**src/kdlp_pkg.sv**
```systemverilog
package kdlp_pkg;

    // register widths and reset values
    localparam int unsigned FILTER_W = 8;
    localparam int unsigned HOLD_W   = 16;
    localparam int unsigned CFG_W    = 16;

    localparam logic [FILTER_W-1:0] FILTER_RESET = 8'd100;
    localparam logic [HOLD_W-1:0]   LONG_RESET   = 16'd700;
    localparam logic [HOLD_W-1:0]   HOLD_MAX     = 16'hFFFF;

    // configuration register indexes
    localparam logic CFG_PRESS_FILTER = 1'b0;
    localparam logic CFG_LONG_LIMIT   = 1'b1;

    // input beat: raw active-low key levels
    typedef struct packed {
        logic key_a_level;
        logic key_b_level;
    } t_in;

    // output beat
    typedef struct packed {
        logic a_short_event;
        logic a_long_event;
        logic b_short_event;
        logic b_long_event;
        logic a_held;
        logic b_held;
    } t_out;

    // what one lane reports for one tick
    typedef struct packed {
        logic short_ev;
        logic long_ev;
        logic held;
    } t_lane_res;

endpackage

```
**src/kdlp_lane.sv**
```systemverilog
module kdlp_lane (
    input  logic                              i_clk,
    input  logic                              i_rst_n,
    input  logic                              i_adv,
    input  logic                              i_level,
    input  logic [kdlp_pkg::FILTER_W-1:0]     i_filter,
    input  logic [kdlp_pkg::HOLD_W-1:0]       i_long_limit,
    output kdlp_pkg::t_lane_res               o_res
);

    logic [kdlp_pkg::FILTER_W-1:0] r_press_cnt, n_press_cnt;
    logic [kdlp_pkg::FILTER_W-1:0] r_rel_cnt,   n_rel_cnt;
    logic [kdlp_pkg::HOLD_W-1:0]   r_hold_cnt,  n_hold_cnt;
    logic [kdlp_pkg::HOLD_W-1:0]   hold_inc;
    logic r_held,    n_held;
    logic r_judging, n_judging;
    logic r_judged,  n_judged;
    logic r_long,    n_long;
    logic short_ev, long_ev;

    // saturating hold counter increment
    assign hold_inc = (r_hold_cnt == kdlp_pkg::HOLD_MAX) ? r_hold_cnt
                                                         : r_hold_cnt + 1'b1;

    // next state of the lane for one tick
    always_comb begin
        n_press_cnt = r_press_cnt;
        n_rel_cnt   = r_rel_cnt;
        n_hold_cnt  = r_hold_cnt;
        n_held      = r_held;
        n_judging   = r_judging;
        n_judged    = r_judged;
        n_long      = r_long;
        short_ev    = 1'b0;
        long_ev     = 1'b0;
        if (!r_judging && !r_judged) begin
            if (!r_held) begin
                // press filter
                n_rel_cnt = i_filter;
                if (!i_level) begin
                    n_press_cnt = r_press_cnt - 1'b1;
                    if (r_press_cnt == {{(kdlp_pkg::FILTER_W-1){1'b0}}, 1'b1}) begin
                        n_held     = 1'b1;
                        n_long     = 1'b0;
                        n_hold_cnt = '0;
                        n_judging  = 1'b1;
                    end
                end else begin
                    n_press_cnt = i_filter;
                end
            end else begin
                // release filter
                n_press_cnt = i_filter;
                if (i_level) begin
                    n_rel_cnt = r_rel_cnt - 1'b1;
                    if (r_rel_cnt == {{(kdlp_pkg::FILTER_W-1){1'b0}}, 1'b1}) begin
                        n_held = 1'b0;
                    end
                end else begin
                    n_rel_cnt = i_filter;
                end
            end
        end else if (r_judging) begin
            // judging: count hold time, release ends it short
            if (!i_level) begin
                n_hold_cnt = hold_inc;
                if (hold_inc >= i_long_limit) begin
                    n_long    = 1'b1;
                    n_judging = 1'b0;
                    n_judged  = 1'b1;
                end
            end else begin
                n_judging = 1'b0;
                n_judged  = 1'b1;
            end
        end else begin
            // verdict beat
            n_judged = 1'b0;
            long_ev  = r_long;
            short_ev = !r_long;
        end
    end

    // state registers, advanced once per accepted beat
    always_ff @(posedge i_clk) begin
        if (!i_rst_n) begin
            r_press_cnt <= kdlp_pkg::FILTER_RESET;
            r_rel_cnt   <= kdlp_pkg::FILTER_RESET;
            r_hold_cnt  <= '0;
            r_held      <= 1'b0;
            r_judging   <= 1'b0;
            r_judged    <= 1'b0;
            r_long      <= 1'b0;
        end else if (i_adv) begin
            r_press_cnt <= n_press_cnt;
            r_rel_cnt   <= n_rel_cnt;
            r_hold_cnt  <= n_hold_cnt;
            r_held      <= n_held;
            r_judging   <= n_judging;
            r_judged    <= n_judged;
            r_long      <= n_long;
        end
    end

    assign o_res.short_ev = short_ev;
    assign o_res.long_ev  = long_ev;
    assign o_res.held     = n_held;

`ifndef SYNTH
    // judging and verdict phases are exclusive
    a_phase_excl: assert property (@(posedge i_clk) disable iff (!i_rst_n)
        !(r_judging && r_judged))
        else $error("lane judging and judged both set");

    // a lane being judged is always held
    a_judge_held: assert property (@(posedge i_clk) disable iff (!i_rst_n)
        (r_judging || r_judged) |-> r_held)
        else $error("lane judging without held");

    // verdict lasts exactly one beat
    a_verdict_once: assert property (@(posedge i_clk) disable iff (!i_rst_n)
        (r_judged && i_adv) |=> !r_judged)
        else $error("verdict phase not left after one beat");

    // never both verdicts on one beat
    a_one_verdict: assert property (@(posedge i_clk) disable iff (!i_rst_n)
        !(short_ev && long_ev))
        else $error("short and long verdict together");
`endif

endmodule

```
**src/kdlp_merge.sv**
```systemverilog
module kdlp_merge (
    input  logic                  i_clk,
    input  logic                  i_rst_n,
    input  logic                  i_adv,
    input  kdlp_pkg::t_lane_res   i_res_a,
    input  kdlp_pkg::t_lane_res   i_res_b,
    input  logic                  i_stall,
    output logic                  o_valid,
    output kdlp_pkg::t_out        o_data,
    output logic                  o_busy
);

    logic           r_valid;
    kdlp_pkg::t_out r_data;
    kdlp_pkg::t_out n_data;

    // combine both lanes into one beat
    always_comb begin
        n_data.a_short_event = i_res_a.short_ev;
        n_data.a_long_event  = i_res_a.long_ev;
        n_data.b_short_event = i_res_b.short_ev;
        n_data.b_long_event  = i_res_b.long_ev;
        n_data.a_held        = i_res_a.held;
        n_data.b_held        = i_res_b.held;
    end

    // output register: refilled in the same cycle it is taken
    always_ff @(posedge i_clk) begin
        if (!i_rst_n) begin
            r_valid <= 1'b0;
        end else if (i_adv) begin
            r_valid <= 1'b1;
        end else if (!i_stall) begin
            r_valid <= 1'b0;
        end
    end

    always_ff @(posedge i_clk) begin
        if (i_adv) begin
            r_data <= n_data;
        end
    end

    assign o_valid = r_valid;
    assign o_data  = r_data;
    assign o_busy  = r_valid && i_stall;

`ifndef SYNTH
    // a waiting beat is never overwritten
    a_no_overwrite: assert property (@(posedge i_clk) disable iff (!i_rst_n)
        (r_valid && i_stall) |-> !i_adv)
        else $error("output beat overwritten while stalled");

    // a stalled beat stays put
    a_hold_data: assert property (@(posedge i_clk) disable iff (!i_rst_n)
        (r_valid && i_stall) |=> (r_valid && $stable(r_data)))
        else $error("stalled output beat changed");

    // one verdict per key per beat
    a_merge_excl: assert property (@(posedge i_clk) disable iff (!i_rst_n)
        r_valid |-> !(r_data.a_short_event && r_data.a_long_event)
                 && !(r_data.b_short_event && r_data.b_long_event))
        else $error("conflicting verdicts in output beat");
`endif

endmodule

```
**src/key_debounce_long_short_press_core.sv**
```systemverilog
// Two-key debouncer with short/long press verdicts, one lane per key.
// An accepted input beat's output beat is registered in the merge output register.
// Throughput: 1 beat per cycle while the output is not stalled; each lane updates its counters once per accepted beat.
// Reset (synchronous, active low): filters reload to 100, long limit 700,
// lanes idle and released, output register empty.
module key_debounce_long_short_press_core (
    input  logic                               i_clk,
    input  logic                               i_rst_n,
    input  logic                               i_valid,
    output logic                               o_stall,
    input  kdlp_pkg::t_in                      i_data,
    output logic                               o_valid,
    input  logic                               i_stall,
    output kdlp_pkg::t_out                     o_data,
    input  logic                               i_cfg_we,
    input  logic                               i_cfg_idx,
    input  logic [kdlp_pkg::CFG_W-1:0]         i_cfg_data
);

    logic [kdlp_pkg::FILTER_W-1:0] r_filter;
    logic [kdlp_pkg::HOLD_W-1:0]   r_long_limit;
    logic                          adv;
    logic                          busy;
    kdlp_pkg::t_lane_res           res_a;
    kdlp_pkg::t_lane_res           res_b;

    // configuration registers
    always_ff @(posedge i_clk) begin
        if (!i_rst_n) begin
            r_filter     <= kdlp_pkg::FILTER_RESET;
            r_long_limit <= kdlp_pkg::LONG_RESET;
        end else if (i_cfg_we) begin
            case (i_cfg_idx)
                kdlp_pkg::CFG_PRESS_FILTER: r_filter     <= i_cfg_data[kdlp_pkg::FILTER_W-1:0];
                kdlp_pkg::CFG_LONG_LIMIT:   r_long_limit <= i_cfg_data[kdlp_pkg::HOLD_W-1:0];
                default: ;
            endcase
        end
    end

    // input beat taken whenever the output register can accept
    assign o_stall = busy;
    assign adv     = i_valid && !busy;

    kdlp_lane u_lane_a (
        .i_clk        (i_clk),
        .i_rst_n      (i_rst_n),
        .i_adv        (adv),
        .i_level      (i_data.key_a_level),
        .i_filter     (r_filter),
        .i_long_limit (r_long_limit),
        .o_res        (res_a)
    );

    kdlp_lane u_lane_b (
        .i_clk        (i_clk),
        .i_rst_n      (i_rst_n),
        .i_adv        (adv),
        .i_level      (i_data.key_b_level),
        .i_filter     (r_filter),
        .i_long_limit (r_long_limit),
        .o_res        (res_b)
    );

    kdlp_merge u_merge (
        .i_clk    (i_clk),
        .i_rst_n  (i_rst_n),
        .i_adv    (adv),
        .i_res_a  (res_a),
        .i_res_b  (res_b),
        .i_stall  (i_stall),
        .o_valid  (o_valid),
        .o_data   (o_data),
        .o_busy   (busy)
    );

endmodule
```
**config.mk**
```make
export PLATFORM = sky130hd
export DESIGN_NAME = key_debounce_long_short_press_core
export DESIGN_NICKNAME = d
export VERILOG_FILES = /design/src/kdlp_pkg.sv /design/src/kdlp_lane.sv /design/src/kdlp_merge.sv /design/src/key_debounce_long_short_press_core.sv
export SDC_FILE = /design/constraint.sdc
export NUM_CORES = 1
export LEC_CHECK = 0
export BUFFER_PORTS_ARGS = -buffer_cell sky130_fd_sc_hd__clkbuf_2
export CAP_MARGIN = 40
export CORE_UTILIZATION = 45
export CTS_BUF_LIST = sky130_fd_sc_hd__clkbuf_4
export DETAILED_ROUTE_END_ITERATION = 10
export HOLD_SLACK_MARGIN = 0.03
export PLACE_DENSITY_LB_ADDON = 0.25
export SETUP_SLACK_MARGIN = 0.5
export SLEW_MARGIN = 20
export SYNTH_ARGS = -nofsm -noshare
export SYNTH_HDL_FRONTEND = slang
export SYNTH_HIERARCHICAL = 1
export SYNTH_SLANG_ARGS = --single-unit
```
**constraint.sdc**
```tcl
create_clock -name i_clk -period 2.99 [get_ports i_clk]
set_input_delay 0 -clock i_clk [delete_from_list [all_inputs] [get_ports i_clk]]
set_output_delay 0 -clock i_clk [all_outputs]
set_load 0.01 [all_outputs]
```
==> impl_metrics.json <==
{
  "min_period_over_period": 0.9720,
  "worst_ep_required_time_ns": 3.40,
  "grt_max_degree": 52,
  "ios": 32,
  "relSlewSlack": 0.5821,
  "gr-usage-met2": 0.3966,
  "synth-seq-cells": 103,
  "yosysSeqAreaShare": 0.3196,
  "cts_tree": "built",
  "avgSynthCellArea_sq_um": 7.905,
  "dpl.hpwl_mm": 12.27,
  "clk_pin_slew_ns": 0.16,
  "synth.cell_area_sq_um": 6640,
  "hold_viol": 0,
  "cts_buffers": 9,
  "dieHeight_microns": 123.5,
  "grt.busiest_layer": "met2",
  "period_minus_slack_ns": 2.906,
  "core_sq_um": 14480,
  "status": "completed",
  "gp_congestion": 0.8983,
  "finalSetupViolations": 0,
  "utilization": 0.5512,
  "cts_sinks": 103,
  "start_kind": "flip-flop",
  "tightestPinTransition_ns": 0.6203,
  "rsz0062_at_grt": "true",
  "antenna_found_initial": 1,
  "placed_cells": 1057,
  "r2r_slack_ns": 0.08,
  "async_flop_share": 0,
  "wire_per_inst_microns": 15.85,
  "start_util": 0.4586,
  "worstSetupEndpointType": "flip-flop",
  "maxCapViolCount": 0,
  "postPlaceCellArea_sq_um": 7237,
  "clk_path_buf_depth": 2,
  "stdcell_count": 1124,
  "ys_warn_count": 6,
  "syn_nets": 906,
  "max_freq_mhz": 344.1,
  "vias": 6457,
  "insertion_delay_ns": 0.48,
  "synthDistinctLibCells": 66,
  "clockRootBuffer": "clkbuf_4",
  "die_area_sq_um": 15250,
  "clock_skew_ns": 0.01249,
  "powerDensity_nw_per_um2": 311.3,
  "fp.dieW_microns": 123.5,
  "area_delta_synth_final_pct": 20.18,
  "hp-class": "in2reg",
  "vdd_drop_max_v": 0.0001826,
  "timing.critical_path.arrival_ns": 3.31,
  "layout.nets": 1000,
  "syn-instance-count": 840,
  "drcViolationCount": 0,
  "synth_top_flop_cell": "dfxtp_1",
  "drive_gt1_frac": 0.2215,
  "met1_usage": 0.3250,
  "drt_first_pass_iters": 5,
  "drt-total-wl_mm": 17.81,
  "cp_max_fo": 6,
  "first_iter_violations": 377,
  "grt_overflow": 0,
  "vias_per_cell": 5.745,
  "ant_nets": 0,
  "port_buffers": 31,
  "rows": 44,
  "crit_type": "reg2reg",
  "grtUsageMet3": 0.02629,
  "synth_edf_count": 6,
  "htree_levels": 3,
  "first_global_vias": 5946,
  "p_leak_uw": 0.003271,
  "track_usage": 0.2404,
  "fin_area_sq_um": 7980,
  "grt_pass1_wl_mm": 28.66,
  "final_max_slew_viol_count": 0
}
[final cells by class]
class | count | area [sq um]
Timing Repair Buffer | 129 | 962.2
Multi-Input combinational cell | 630 | 4274
Inverter | 61 | 229.0
Antenna cell | 1 | 2.502
Clock inverter | 5 | 25.02
Fill cell | 1358 | 6499
Tap cell | 184 | 230.2
Sequential cell | 103 | 2175
Clock buffer | 11 | 82.58
[kinds of logic (layout without fill, tap and decap cells)]
| group | Yosys count | after routing | share of synthesized area |
|---|---|---|---|
| AOI/OAI and AO/OA | 240 | 240 | 0.2393 |
| xor gates and xnor gates | 22 | 22 | 0.02902 |
| adders and majority gates | 42 | 42 | 0.07914 |
| buffers and inverters | 108 | 206 | 0.07386 |
| DFF | 103 | 103 | 0.3196 |
| muxes | 11 | 11 | 0.01696 |
| other | 0 | 1 | 0 |
| and+or+nand+nor | 314 | 315 | 0.2421 |
[power breakdown]
group / switching [uW] / leakage [uW] / internal [uW] / total (uW)
logic: 213 / 0.00234 / 148 / 361
clock network: 466 / 0.0000617 / 182 / 648
registers: 48.4 / 0.000865 / 1430 / 1480
total: 727 / 0.00327 / 1760 / 2480
[cell usage in the layout (no fill, tap or decap), types with 6 or more instances in the layout]
master,count
nor2_1,71
xor2_1,6
dfxtp_1,75
a21oi_1,54
nand2_1,90
dlygate4sd3_1,23
mux2i_1,9
o31ai_1,17
buf_4,68
o21ai_0,58
edfxtp_1,6
clkbuf_2,31
o211ai_2,6
dfxtp_2,12
dfxtp_4,10
nand4_1,20
nor3_1,28
inv_1,61
o211ai_1,7
or3_1,14
nand3_1,22
a211oi_1,16
nand2b_1,6
ha_1,37
xnor2_1,12
clkbuf_4,11
a21o_1,6
a31oi_1,25
[state kept, by name (all words and copies together), names as in the netlist]
name	count
u_lane_a/r_judged	1
u_lane_b/r_press_cnt	8
u_merge/o_data	6
u_lane_b/r_rel_cnt	8
r_filter	8
u_merge/o_valid	1
u_lane_a/r_judging	1
u_lane_a/r_long	1
u_lane_b/r_judged	1
u_lane_a/r_held	1
u_lane_a/r_hold_cnt	16
r_long_limit	16
u_lane_b/r_held	1
u_lane_b/r_hold_cnt	16
u_lane_b/r_long	1
u_lane_b/r_judging	1
u_lane_a/r_press_cnt	8
u_lane_a/r_rel_cnt	8
[what timing repair did]
| action | in CTS | in global routing |
|---|---|---|
| hold buffers | 23 | 0 |
| hold endpoints to repair | 32 | 0 |
| setup endpoints to repair | 6 | 6 |
| pin swaps | 14 | 20 |
| gates cloned | 1 | 0 |
| buffers inserted | 21 | 4 |
| gates resized for setup | 23 | 36 |
[synth_stat cells (3+ instances only)]
cell type / count / area, sq um
a2111o_1: 4 / 45.04
a211oi_1: 16 / 120.1
a21o_1: 6 / 45.04
a21oi_1: 58 / 290.3
a31oi_1: 26 / 162.7
a32o_1: 4 / 40.04
and2_1: 5 / 31.28
and3_1: 4 / 25.02
and4_4: 4 / 45.04
buf_2: 11 / 55.05
buf_4: 10 / 75.07
buf_6: 3 / 33.78
clkbuf_1: 20 / 75.07
dfxtp_1: 97 / 1942
edfxtp_1: 6 / 180.2
ha_1: 42 / 525.5
inv_1: 61 / 229.0
mux2i_1: 9 / 90.09
nand2_1: 92 / 345.3
nand2b_1: 7 / 43.79
nand3_1: 26 / 130.1
nand3b_1: 5 / 37.54
nand4_1: 20 / 125.1
nor2_1: 74 / 277.8
nor3_1: 28 / 140.1
nor4_1: 4 / 25.02
nor4b_1: 4 / 35.03
o211ai_1: 7 / 52.55
o211ai_2: 6 / 75.07
o21ai_0: 60 / 300.3
o21ai_2: 4 / 35.03
o22ai_1: 4 / 25.02
o31a_1: 4 / 35.03
o31ai_1: 18 / 135.1
or3_1: 14 / 87.58
or4_4: 4 / 45.04
xnor2_1: 14 / 122.6
xor2_1: 8 / 70.07
[metrics by stage]
| step | total power [uW] | TNS [ns] | worst slack [ns] | hold slack, ns |
|---|---|---|---|---|
| after floorplan | 1741 | 0 | 0.1048 | 0.1175 |
| after global placement | 1834 | 0 | 0.08540 | 0.2414 |
| after detailed placement | 1837 | 0 | 0.04326 | 0.2451 |
| after CTS | 2509 | 0 | 0.1127 | 0.04202 |
| after global routing | 2616 | -0.09240 | -0.04946 | 0.09291 |
| final | 2484 | 0 | 0.08385 | 0.07617 |
[critical path, stage by stage, from the launching register on]
cell,delay (ns)
dfxtp_2,0.35
nand4_1,0.11
buf_6,0.15
or4_4,0.61
mux2_4,0.34
ha_4,0.21
a2111o_1,0.39
a32o_2,0.29
or3_1,0.30
o311ai_1,0.07
[path summary, 6_finish.rpt]
path | startpoint | cells past startpoint | to
min | i_valid | 5 | u_lane_a/r_held
min reg2reg | u_lane_a/r_long | 2 | u_lane_a/r_long
max reg2reg | u_lane_a/r_hold_cnt[9] | 9 | u_lane_a/r_judging
max | u_lane_a/r_hold_cnt[9] | 9 | u_lane_a/r_judging
[routing by layer]
layer / wire length (microns) / vias to the layer above
met4: 385 / 0
met2: 8388 / 157
met1: 8349 / 3025
met5: 0 / -
met3: 688 / 27
li1: - / 3248
Power figures use the tool's default switching activity.
